**src/rtl/ske_pkg.sv**
```systemverilog
`default_nettype none

package ske_pkg;

	localparam int DATA_WIDTH = 32;
	localparam int FRAC_BITS = 16;
	localparam int PROD_WIDTH = 2 * DATA_WIDTH;
	localparam int CNT_WIDTH = $clog2(DATA_WIDTH);
	localparam int CFG_IDX_WIDTH = 3;

	localparam logic signed [DATA_WIDTH-1:0] DMAX = {1'b0, {(DATA_WIDTH-1){1'b1}}};
	localparam logic signed [DATA_WIDTH-1:0] DMIN = {1'b1, {(DATA_WIDTH-1){1'b0}}};
	localparam logic signed [DATA_WIDTH-1:0] ONE_Q = DATA_WIDTH'(1) << FRAC_BITS;
	localparam logic [PROD_WIDTH-1:0] NEG_LIM = PROD_WIDTH'(1) << (DATA_WIDTH - 1);
	localparam logic [PROD_WIDTH-1:0] POS_LIM = NEG_LIM - PROD_WIDTH'(1);

	localparam logic signed [DATA_WIDTH-1:0] RST_STATE_GAIN = ONE_Q;
	localparam logic signed [DATA_WIDTH-1:0] RST_INPUT_GAIN = '0;
	localparam logic signed [DATA_WIDTH-1:0] RST_OBSERVE_GAIN = ONE_Q;
	localparam logic [DATA_WIDTH-2:0] RST_VARIANCE = (DATA_WIDTH-1)'(1) << FRAC_BITS;

	localparam logic [CFG_IDX_WIDTH-1:0] REG_STATE_GAIN = 3'd0;
	localparam logic [CFG_IDX_WIDTH-1:0] REG_INPUT_GAIN = 3'd1;
	localparam logic [CFG_IDX_WIDTH-1:0] REG_OBSERVE_GAIN = 3'd2;
	localparam logic [CFG_IDX_WIDTH-1:0] REG_PROCESS_NOISE = 3'd3;
	localparam logic [CFG_IDX_WIDTH-1:0] REG_MEAS_NOISE = 3'd4;
	localparam logic [CFG_IDX_WIDTH-1:0] REG_INIT_COV = 3'd5;

	typedef struct packed {
		logic start;
		logic signed [DATA_WIDTH-1:0] num;
		logic [DATA_WIDTH-2:0] den;
	} div_req_t;

	typedef struct packed {
		logic done;
		logic fault;
		logic signed [DATA_WIDTH-1:0] quo;
	} div_rsp_t;

	function automatic logic signed [DATA_WIDTH-1:0] sat_mag(input logic neg,
			input logic [PROD_WIDTH-1:0] mag);
		logic [PROD_WIDTH-1:0] neg_mag;
		neg_mag = -mag;
		if (neg) begin
			if (mag > NEG_LIM) return DMIN;
			return neg_mag[DATA_WIDTH-1:0];
		end
		if (mag > POS_LIM) return DMAX;
		return mag[DATA_WIDTH-1:0];
	endfunction

	function automatic logic signed [DATA_WIDTH-1:0] mul_norm(
			input logic signed [PROD_WIDTH-1:0] prod);
		logic [PROD_WIDTH-1:0] mag;
		mag = prod[PROD_WIDTH-1] ? -prod : prod;
		return sat_mag(prod[PROD_WIDTH-1], mag >> FRAC_BITS);
	endfunction

	function automatic logic signed [DATA_WIDTH-1:0] add_sat(
			input logic signed [DATA_WIDTH-1:0] a,
			input logic signed [DATA_WIDTH-1:0] b,
			input logic sub);
		logic signed [DATA_WIDTH:0] sum;
		if (sub) sum = {a[DATA_WIDTH-1], a} - {b[DATA_WIDTH-1], b};
		else sum = {a[DATA_WIDTH-1], a} + {b[DATA_WIDTH-1], b};
		if (sum[DATA_WIDTH] != sum[DATA_WIDTH-1]) return sum[DATA_WIDTH] ? DMIN : DMAX;
		return sum[DATA_WIDTH-1:0];
	endfunction

	function automatic logic [DATA_WIDTH-2:0] clamp_pos(
			input logic signed [DATA_WIDTH-1:0] v);
		return v[DATA_WIDTH-1] ? '0 : v[DATA_WIDTH-2:0];
	endfunction

endpackage

`default_nettype wire

```
**src/rtl/ske_if.sv**
```systemverilog
`default_nettype none

interface ske_in_if;
	import ske_pkg::*;

	logic valid;
	logic ready;
	logic signed [DATA_WIDTH-1:0] measurement;
	logic signed [DATA_WIDTH-1:0] control;
	logic restart;

	modport source(output valid, output measurement, output control, output restart,
		input ready);
	modport sink(input valid, input measurement, input control, input restart,
		output ready);
endinterface

interface ske_out_if;
	import ske_pkg::*;

	logic valid;
	logic ready;
	logic signed [DATA_WIDTH-1:0] estimate;
	logic signed [DATA_WIDTH-1:0] gain;
	logic [DATA_WIDTH-2:0] covariance;
	logic divide_fault;

	modport source(output valid, output estimate, output gain, output covariance,
		output divide_fault, input ready);
	modport sink(input valid, input estimate, input gain, input covariance,
		input divide_fault, output ready);
endinterface

`default_nettype wire

```
**src/rtl/ske_div.sv**
```systemverilog
`default_nettype none

module ske_div (
	input wire logic clk,
	input wire logic arst_n,
	input wire ske_pkg::div_req_t req,
	output ske_pkg::div_rsp_t rsp
);
	import ske_pkg::*;

	typedef enum logic [1:0] {
		D_IDLE,
		D_RUN,
		D_FIN
	} div_state_t;

	localparam logic [CNT_WIDTH-1:0] LAST_CNT = CNT_WIDTH'(DATA_WIDTH - 1);

	div_state_t state_q;
	logic [CNT_WIDTH-1:0] cnt_q;
	logic [DATA_WIDTH-2:0] rem_q;
	logic [DATA_WIDTH-2:0] den_q;
	logic [DATA_WIDTH-1:0] lo_q;
	logic [DATA_WIDTH-1:0] quo_q;
	logic neg_q;
	logic done_q;
	logic fault_q;
	logic signed [DATA_WIDTH-1:0] res_q;

	logic [DATA_WIDTH-1:0] mag;
	logic [DATA_WIDTH-1:0] hi;
	logic [DATA_WIDTH-1:0] den_ext;
	logic [DATA_WIDTH-1:0] trial;
	logic [DATA_WIDTH-1:0] diff;
	logic ge;

	always_comb begin
		mag = req.num[DATA_WIDTH-1] ? -req.num : req.num;
		hi = mag >> (DATA_WIDTH - FRAC_BITS);
		den_ext = {1'b0, den_q};
		trial = {rem_q, lo_q[DATA_WIDTH-1]};
		diff = trial - den_ext;
		ge = trial >= den_ext;
	end

	always_ff @(posedge clk or negedge arst_n) begin
		if (!arst_n) begin
			state_q <= D_IDLE;
			cnt_q <= '0;
			done_q <= 1'b0;
			fault_q <= 1'b0;
			res_q <= '0;
			rem_q <= '0;
			den_q <= '0;
			lo_q <= '0;
			quo_q <= '0;
			neg_q <= 1'b0;
		end else begin
			case (state_q)
				D_IDLE: begin
					if (req.start) begin
						neg_q <= req.num[DATA_WIDTH-1];
						den_q <= req.den;
						fault_q <= (req.den == '0);
						if (req.den == '0) begin
							done_q <= 1'b1;
							res_q <= '0;
						end else if (hi >= {1'b0, req.den}) begin
							done_q <= 1'b1;
							res_q <= req.num[DATA_WIDTH-1] ? DMIN : DMAX;
						end else begin
							done_q <= 1'b0;
							rem_q <= hi[DATA_WIDTH-2:0];
							lo_q <= mag << FRAC_BITS;
							quo_q <= '0;
							cnt_q <= '0;
							state_q <= D_RUN;
						end
					end else begin
						done_q <= 1'b0;
					end
				end
				D_RUN: begin
					done_q <= 1'b0;
					rem_q <= ge ? diff[DATA_WIDTH-2:0] : trial[DATA_WIDTH-2:0];
					quo_q <= {quo_q[DATA_WIDTH-2:0], ge};
					lo_q <= lo_q << 1;
					cnt_q <= cnt_q + 1'b1;
					if (cnt_q == LAST_CNT) state_q <= D_FIN;
				end
				D_FIN: begin
					res_q <= sat_mag(neg_q, PROD_WIDTH'(quo_q));
					done_q <= 1'b1;
					state_q <= D_IDLE;
				end
				default: begin
					done_q <= 1'b0;
					state_q <= D_IDLE;
				end
			endcase
		end
	end

	assign rsp.done = done_q;
	assign rsp.fault = fault_q;
	assign rsp.quo = res_q;

endmodule

`default_nettype wire

```
**src/rtl/scalar_kalman_estimator_top.sv**
```systemverilog
// The bit-serial gain division dominates the time from an item's transfer to its result;
// a zero divisor or a saturating gain skips its serial loop.
// A new item is taken once the previous one has reached the output register.
// One 32x32 multiplier, shared by all products, issues at most one product per cycle.
// Reset loads the register reset values, clears the estimate and sets the covariance
// to the initial covariance reset value.
`default_nettype none

module scalar_kalman_estimator_top (
	input wire logic clk,
	input wire logic arst_n,
	input wire logic cfg_we,
	input wire logic [ske_pkg::CFG_IDX_WIDTH-1:0] cfg_index,
	input wire logic [ske_pkg::DATA_WIDTH-1:0] cfg_data,
	ske_in_if.sink sample,
	ske_out_if.source result
);
	import ske_pkg::*;

	typedef enum logic [4:0] {
		S_IDLE,
		S_MUL_AX,
		S_MUL_BU,
		S_MUL_AA,
		S_MUL_CC,
		S_MUL_CXP,
		S_MUL_AAP,
		S_GET_Y,
		S_GET_PP,
		S_MUL_CCPP,
		S_MUL_PPC,
		S_GET_S,
		S_DIV_START,
		S_DIV_WAIT,
		S_MUL_KY,
		S_MUL_KC,
		S_GET_X,
		S_GET_FAC,
		S_MUL_FPP,
		S_WAIT_P,
		S_GET_P,
		S_OUT
	} state_t;

	state_t state_q;

	logic signed [DATA_WIDTH-1:0] a_q;
	logic signed [DATA_WIDTH-1:0] b_q;
	logic signed [DATA_WIDTH-1:0] c_q;
	logic [DATA_WIDTH-2:0] q_q;
	logic [DATA_WIDTH-2:0] r_q;
	logic [DATA_WIDTH-2:0] ic_q;

	logic signed [DATA_WIDTH-1:0] x_q;
	logic [DATA_WIDTH-2:0] p_q;
	logic signed [DATA_WIDTH-1:0] z_q;
	logic signed [DATA_WIDTH-1:0] u_q;
	logic signed [DATA_WIDTH-1:0] t1_q;
	logic signed [DATA_WIDTH-1:0] xp_q;
	logic signed [DATA_WIDTH-1:0] cc_q;
	logic signed [DATA_WIDTH-1:0] y_q;
	logic [DATA_WIDTH-2:0] pp_q;
	logic [DATA_WIDTH-2:0] s_q;
	logic signed [DATA_WIDTH-1:0] k_q;
	logic fault_q;

	logic ov_q;
	logic signed [DATA_WIDTH-1:0] est_out_q;
	logic signed [DATA_WIDTH-1:0] gain_out_q;
	logic [DATA_WIDTH-2:0] cov_out_q;
	logic fault_out_q;

	logic signed [DATA_WIDTH-1:0] mul_a;
	logic signed [DATA_WIDTH-1:0] mul_b;
	logic signed [PROD_WIDTH-1:0] prod_d;
	logic signed [PROD_WIDTH-1:0] prod_s1;
	logic signed [DATA_WIDTH-1:0] mq_s2;
	logic signed [DATA_WIDTH-1:0] pp_ext;
	logic signed [DATA_WIDTH-1:0] p_ext;

	div_req_t div_req;
	div_rsp_t div_rsp;

	assign pp_ext = {1'b0, pp_q};
	assign p_ext = {1'b0, p_q};

	always_ff @(posedge clk or negedge arst_n) begin
		if (!arst_n) begin
			a_q <= RST_STATE_GAIN;
			b_q <= RST_INPUT_GAIN;
			c_q <= RST_OBSERVE_GAIN;
			q_q <= RST_VARIANCE;
			r_q <= RST_VARIANCE;
			ic_q <= RST_VARIANCE;
		end else if (cfg_we) begin
			case (cfg_index)
				REG_STATE_GAIN: a_q <= cfg_data;
				REG_INPUT_GAIN: b_q <= cfg_data;
				REG_OBSERVE_GAIN: c_q <= cfg_data;
				REG_PROCESS_NOISE: q_q <= cfg_data[DATA_WIDTH-2:0];
				REG_MEAS_NOISE: r_q <= cfg_data[DATA_WIDTH-2:0];
				REG_INIT_COV: ic_q <= cfg_data[DATA_WIDTH-2:0];
				default: ;
			endcase
		end
	end

	always_comb begin
		mul_a = '0;
		mul_b = '0;
		case (state_q)
			S_MUL_AX: begin
				mul_a = a_q;
				mul_b = x_q;
			end
			S_MUL_BU: begin
				mul_a = b_q;
				mul_b = u_q;
			end
			S_MUL_AA: begin
				mul_a = a_q;
				mul_b = a_q;
			end
			S_MUL_CC: begin
				mul_a = c_q;
				mul_b = c_q;
			end
			S_MUL_CXP: begin
				mul_a = c_q;
				mul_b = xp_q;
			end
			S_MUL_AAP: begin
				mul_a = t1_q;
				mul_b = p_ext;
			end
			S_MUL_CCPP: begin
				mul_a = cc_q;
				mul_b = pp_ext;
			end
			S_MUL_PPC: begin
				mul_a = pp_ext;
				mul_b = c_q;
			end
			S_MUL_KY: begin
				mul_a = k_q;
				mul_b = y_q;
			end
			S_MUL_KC: begin
				mul_a = k_q;
				mul_b = c_q;
			end
			S_MUL_FPP: begin
				mul_a = t1_q;
				mul_b = pp_ext;
			end
			default: ;
		endcase
		prod_d = PROD_WIDTH'(mul_a) * PROD_WIDTH'(mul_b);
	end

	always_ff @(posedge clk) begin
		prod_s1 <= prod_d;
		mq_s2 <= mul_norm(prod_s1);
	end

	always_comb begin
		div_req.start = state_q == S_DIV_START;
		div_req.num = mq_s2;
		div_req.den = s_q;
	end

	ske_div u_div (
		.clk(clk),
		.arst_n(arst_n),
		.req(div_req),
		.rsp(div_rsp)
	);

	always_ff @(posedge clk or negedge arst_n) begin
		if (!arst_n) begin
			state_q <= S_IDLE;
			x_q <= '0;
			p_q <= RST_VARIANCE;
			ov_q <= 1'b0;
			z_q <= '0;
			u_q <= '0;
			t1_q <= '0;
			xp_q <= '0;
			cc_q <= '0;
			y_q <= '0;
			pp_q <= '0;
			s_q <= '0;
			k_q <= '0;
			fault_q <= 1'b0;
			est_out_q <= '0;
			gain_out_q <= '0;
			cov_out_q <= '0;
			fault_out_q <= 1'b0;
		end else begin
			if (state_q == S_OUT && (!ov_q || result.ready)) ov_q <= 1'b1;
			else if (result.ready) ov_q <= 1'b0;
			case (state_q)
				S_IDLE: begin
					if (sample.valid) begin
						z_q <= sample.measurement;
						u_q <= sample.control;
						if (sample.restart) begin
							x_q <= '0;
							p_q <= ic_q;
						end
						state_q <= S_MUL_AX;
					end
				end
				S_MUL_AX: state_q <= S_MUL_BU;
				S_MUL_BU: state_q <= S_MUL_AA;
				S_MUL_AA: begin
					t1_q <= mq_s2;
					state_q <= S_MUL_CC;
				end
				S_MUL_CC: begin
					xp_q <= add_sat(t1_q, mq_s2, 1'b0);
					state_q <= S_MUL_CXP;
				end
				S_MUL_CXP: begin
					t1_q <= mq_s2;
					state_q <= S_MUL_AAP;
				end
				S_MUL_AAP: begin
					cc_q <= mq_s2;
					state_q <= S_GET_Y;
				end
				S_GET_Y: begin
					y_q <= add_sat(z_q, mq_s2, 1'b1);
					state_q <= S_GET_PP;
				end
				S_GET_PP: begin
					pp_q <= clamp_pos(add_sat(mq_s2, {1'b0, q_q}, 1'b0));
					state_q <= S_MUL_CCPP;
				end
				S_MUL_CCPP: state_q <= S_MUL_PPC;
				S_MUL_PPC: state_q <= S_GET_S;
				S_GET_S: begin
					s_q <= clamp_pos(add_sat(mq_s2, {1'b0, r_q}, 1'b0));
					state_q <= S_DIV_START;
				end
				S_DIV_START: state_q <= S_DIV_WAIT;
				S_DIV_WAIT: begin
					if (div_rsp.done) begin
						k_q <= div_rsp.quo;
						fault_q <= div_rsp.fault;
						state_q <= S_MUL_KY;
					end
				end
				S_MUL_KY: state_q <= S_MUL_KC;
				S_MUL_KC: state_q <= S_GET_X;
				S_GET_X: begin
					x_q <= add_sat(xp_q, mq_s2, 1'b0);
					state_q <= S_GET_FAC;
				end
				S_GET_FAC: begin
					t1_q <= add_sat(ONE_Q, mq_s2, 1'b1);
					state_q <= S_MUL_FPP;
				end
				S_MUL_FPP: state_q <= S_WAIT_P;
				S_WAIT_P: state_q <= S_GET_P;
				S_GET_P: begin
					p_q <= clamp_pos(mq_s2);
					state_q <= S_OUT;
				end
				S_OUT: begin
					if (!ov_q || result.ready) begin
						est_out_q <= x_q;
						gain_out_q <= k_q;
						cov_out_q <= p_q;
						fault_out_q <= fault_q;
						state_q <= S_IDLE;
					end
				end
				default: state_q <= S_IDLE;
			endcase
		end
	end

	assign sample.ready = state_q == S_IDLE;
	assign result.valid = ov_q;
	assign result.estimate = est_out_q;
	assign result.gain = gain_out_q;
	assign result.covariance = cov_out_q;
	assign result.divide_fault = fault_out_q;

endmodule

`default_nettype wire

```
**src/flat_wrapper.sv**
```systemverilog
// flat-port wrapper written by rule: the top's interface ports become plain ports
module scalar_kalman_estimator_top_flat import ske_pkg::*;
  (clk, arst_n, cfg_we, cfg_index, cfg_data, sample_valid, sample_measurement, sample_control, sample_restart, sample_ready, result_valid, result_estimate, result_gain, result_covariance, result_divide_fault, result_ready);
  ske_in_if sample_i ();
  ske_out_if result_i ();
  input wire logic clk;
  input wire logic arst_n;
  input wire logic cfg_we;
  input wire logic [ske_pkg::CFG_IDX_WIDTH-1:0] cfg_index;
  input wire logic [ske_pkg::DATA_WIDTH-1:0] cfg_data;
  input wire logic [$bits(sample_i.valid)-1:0] sample_valid;
  input wire logic [$bits(sample_i.measurement)-1:0] sample_measurement;
  input wire logic [$bits(sample_i.control)-1:0] sample_control;
  input wire logic [$bits(sample_i.restart)-1:0] sample_restart;
  output wire logic [$bits(sample_i.ready)-1:0] sample_ready;
  output wire logic [$bits(result_i.valid)-1:0] result_valid;
  output wire logic [$bits(result_i.estimate)-1:0] result_estimate;
  output wire logic [$bits(result_i.gain)-1:0] result_gain;
  output wire logic [$bits(result_i.covariance)-1:0] result_covariance;
  output wire logic [$bits(result_i.divide_fault)-1:0] result_divide_fault;
  input wire logic [$bits(result_i.ready)-1:0] result_ready;
  assign sample_i.valid = sample_valid;
  assign sample_i.measurement = sample_measurement;
  assign sample_i.control = sample_control;
  assign sample_i.restart = sample_restart;
  assign sample_ready = sample_i.ready;
  assign result_valid = result_i.valid;
  assign result_estimate = result_i.estimate;
  assign result_gain = result_i.gain;
  assign result_covariance = result_i.covariance;
  assign result_divide_fault = result_i.divide_fault;
  assign result_i.ready = result_ready;
  scalar_kalman_estimator_top u_core (.clk(clk), .arst_n(arst_n), .cfg_we(cfg_we), .cfg_index(cfg_index), .cfg_data(cfg_data), .sample(sample_i), .result(result_i));
endmodule
```
**config.mk**
```make
export PLATFORM = sky130hd
export DESIGN_NAME = scalar_kalman_estimator_top_flat
export DESIGN_NICKNAME = d
export VERILOG_FILES = /design/src/rtl/ske_pkg.sv /design/src/rtl/ske_if.sv /design/src/rtl/ske_div.sv /design/src/rtl/scalar_kalman_estimator_top.sv /design/src/flat_wrapper.sv
export SDC_FILE = /design/constraint.sdc
export NUM_CORES = 2
export LEC_CHECK = 0
export BUFFER_PORTS_ARGS = -buffer_cell sky130_fd_sc_hd__buf_4
export CORE_ASPECT_RATIO = 1.25
export CORE_MARGIN = 2
export CORE_UTILIZATION = 40
export CTS_CLUSTER_SIZE = 10
export DETAILED_ROUTE_END_ITERATION = 16
export MAX_ROUTING_LAYER = met4
export PLACE_DENSITY = 0.53
export SKIP_CTS_REPAIR_TIMING = 1
export SLEW_MARGIN = 5
export SYNTH_ARGS = -nofsm -noshare
export SYNTH_HDL_FRONTEND = slang
export SYNTH_SLANG_ARGS = --single-unit
```
**constraint.sdc**
```tcl
create_clock -name clk -period 9.85 [get_ports clk]
set_input_delay 2.955 -clock clk [delete_from_list [all_inputs] [get_ports clk]]
set_output_delay 2.955 -clock clk [all_outputs]
set_load 0.02 [all_outputs]
```
==> reports/summary.md <==
## STA
* Tcrit/Tclk final: 97.4%
* slew at the pin closest to its max-slew limit: 1.23 ns
* number of max-slew violations in the final report: 0
* highest clock rate: 104 MHz
* setup slack of the critical path after layout: 0.255 ns
* Hold Worst Slack: 0.462 ns
* final setup violating endpoints: 0
* relative slew slack: 17.5%
* minimum clock period after layout: 9.59 ns
* largest clock skew in the final design: 0.0453 ns
* number of hold-slack violations in the final timing report: 0

## GRT
* global-route wire length before repair: 515,000 um
* pin count of the biggest net entering global routing: 165
* initial antenna violation count: 27
* number of global-route vias before repair: 74,000
* global router's overall resource usage: 33.6%
* Remaining Overflow, GRT: 0

## Place
* HPWL Detailed: 287,000 um
* port buffer count: 202
* setup slack at placement: -0.392 ns
* Final Wtd Congestion: 1.06

## Synth
* Avg Inst Size Synth: 9.40 um^2
* Async SR Flop Fraction: 89.2%
* synth top area cells: sky130_fd_sc_hd__fa_1, sky130_fd_sc_hd__dfrtp_1, sky130_fd_sc_hd__mux2_2
* Syn. warnings: 0
* sequential fraction of the synthesis area: 25.4%
* cell with the most instances after synthesis: sky130_fd_sc_hd__inv_1
* flops & latches, synth: 889
* number of library cell types mapped by synthesis: 92
* cell area after technology mapping: 85,600 um^2
* most frequent cells after synthesis: sky130_fd_sc_hd__inv_1, sky130_fd_sc_hd__fa_1, sky130_fd_sc_hd__nand2_1, sky130_fd_sc_hd__dfrtp_1, sky130_fd_sc_hd__nor2_1
* cell accounting for the most synthesized area: sky130_fd_sc_hd__fa_1
* post-synthesis instance total: 9,111
* Primary FF master, synth: sky130_fd_sc_hd__dfrtp_1
* net count after synthesis: 10,700
* area share of the largest cell type after synthesis: 25.4%
* number of synthesized flops with an enable pin: 0

## Setup path
* Worst Reg2Reg Path Length in Cells: 35
* CP startpoint kind: flip-flop
* worst reg2reg path endpoint: u_core.prod_s1[59]
* required arrival time at the worst endpoint: 10.48 ns
* source of the worst register-to-register timing path: u_core.state_q[2]
* Critical-path top delay cell: sky130_fd_sc_hd__fa_1
* endpoint of the most critical setup path: u_core.prod_s1[59]
* maximum single-stage delay on the critical path: 0.62 ns
* data arrival time at the worst-slack endpoint: 10.23 ns
* Most Frequent Cell on Critical Path: sky130_fd_sc_hd__fa_1
* Max Fanout on Critical Path: 23
* slack of the worst reg-to-reg path: 0.26 ns
* Setup Crit Path Kind: flip-flop to flip-flop
* type of destination of the critical path: flip-flop
* timing startpoint of the critical path: u_core.state_q[2]

## Floorplanning
* area enclosed by the die boundary: 218,000 um^2
* Vert. Die Dim: 521 um
* Die X: 418 um
* number of top-level pins: 203
* row cnt: 189
* Core Footprint: 213,000 um^2
* Starting Density: 40.3%

## Cells and area
* share of final-layout standard cells stronger than drive strength 1: 15.9%
* register name with the most flops: u_core.prod_s1
* post-layout util: 46.1%
* flip-flop count of the largest register after layout: 64
* growth of design area from synthesis to finish: 14.4%
* net count reported at finish: 11,100

## Route
* 1st-pass router iterations: 9
* number of routed nets with antenna violations: 0
* number of vias in the routed layout: 71,300
* drc violations: 0
* DR WL/cell: 28.5 um
* final wirelength: 353,000 um
* Vias/cell: 5.76
* violation count after the first detailed-route iteration: 6,307

## CTS
* insertion delay of the later-clocked pin in the worst-skew pair: 0.76 ns
* H-tree depth reported by CTS: 3
* CTS tree: built
* clock-pin slew on the worst setup and hold paths: 0.06 ns
* buffer levels on the longest clock path: 3
* root buffer selected by CTS: sky130_fd_sc_hd__clkbuf_16
* clk sinks: 889
* number of clock buffers inserted by TritonCTS: 104

## Worst hold path
* path class of the lowest-slack min-delay path: flip-flop to flip-flop
* hold path depth: 2
* origin of the worst min-delay path: u_core.u_div.lo_q[17]

## Flow run
* # Max-Cap Violations: 0

## Status
* run status: completed

-- critical path, delay by kind of cell, from the launching register on --
family,cells,cell delay (ns)
buffers and inverters,10,1.55
adder cells (fa/ha/maj),9,4.46
XOR/XNOR,1,0.18
flip-flops,1,0.45
AO/OA/AOI/OAI,10,2.10
AND/OR/NAND/NOR,5,0.66
-- layout make-up --
cell class / count / area, um^2
Fill cell: 20400 / 115000
Antenna cell: 29 / 72.6
Clock inverter: 12 / 185
Multi-Input combinational cell: 6560 / 58200
Inverter: 1157 / 4340
Tap cell: 2769 / 3460
Sequential cell: 889 / 21800
Clock buffer: 169 / 2950
Timing Repair Buffer: 790 / 7040
-- metrics by stage --
stage	std cells	area [um^2]	setup TNS, ns
floorplan	9111	85600	0
global placement	12200	94500	-0.815
detailed placement	12200	94500	-0.726
CTS	12300	97700	-1.07
global route	12400	98000	-0.0281
finish	12400	98000	0
-- how the worst min path moves through the flow --
stage | end | slack (ns)
3_5_place_dp | u_core.u_div.den_q[0] | 0.47
6_report | u_core.u_div.lo_q[18] | 0.46
2_1_floorplan | u_core.u_div.fault_q | 0.44
4_1_cts | u_core.u_div.lo_q[18] | 0.47
5_1_grt | u_core.u_div.fault_q | 0.50
3_3_place_gp | u_core.u_div.lo_q[27] | 0.46
-- logic make-up (layout without fill, tap and decap cells) --
kind of cell	after synthesis	in the layout	synth area share (%)
XOR/XNOR	271	271	2.77
AO/OA/AOI/OAI	1701	1701	13.0
buffers and inverters	1662	2128	7.35
other	0	29	0
adder cells (fa/ha/maj)	1512	1512	31.5
AND/OR/NAND/NOR	2564	2564	13.2
flip-flops	889	889	25.4
multiplexers	512	512	6.66
-- cells in the final DEF (no fill, tap or decap), drive strengths merged, types with 51 or more instances in the layout --
cell type / instances
a21o: 140
a21oi: 394
a221o: 54
a22oi: 163
and2: 51
and3: 76
buf: 790
clkbuf: 169
dfrtp: 787
dfxtp: 96
fa: 1088
ha: 395
inv: 1158
mux2: 459
mux2i: 53
nand2: 1015
nand2b: 65
nand3: 179
nand4: 52
nor2: 783
nor3: 131
o21a: 73
o21ai: 451
or3: 61
xnor2: 193
xor2: 78
-- per-layer routing --
metal	global-route usage, %	routed length [um]	part of all wire (%)
met1	38.9	133000	38
met2	53.9	167000	47
met3	4.40	21100	6.0
met4	24.0	31900	9.0
met5	-	0	0
Power is left out: the tool's default activity adds up to more than one toggle a clock period on the data nets, which glitch-free logic cannot reach.
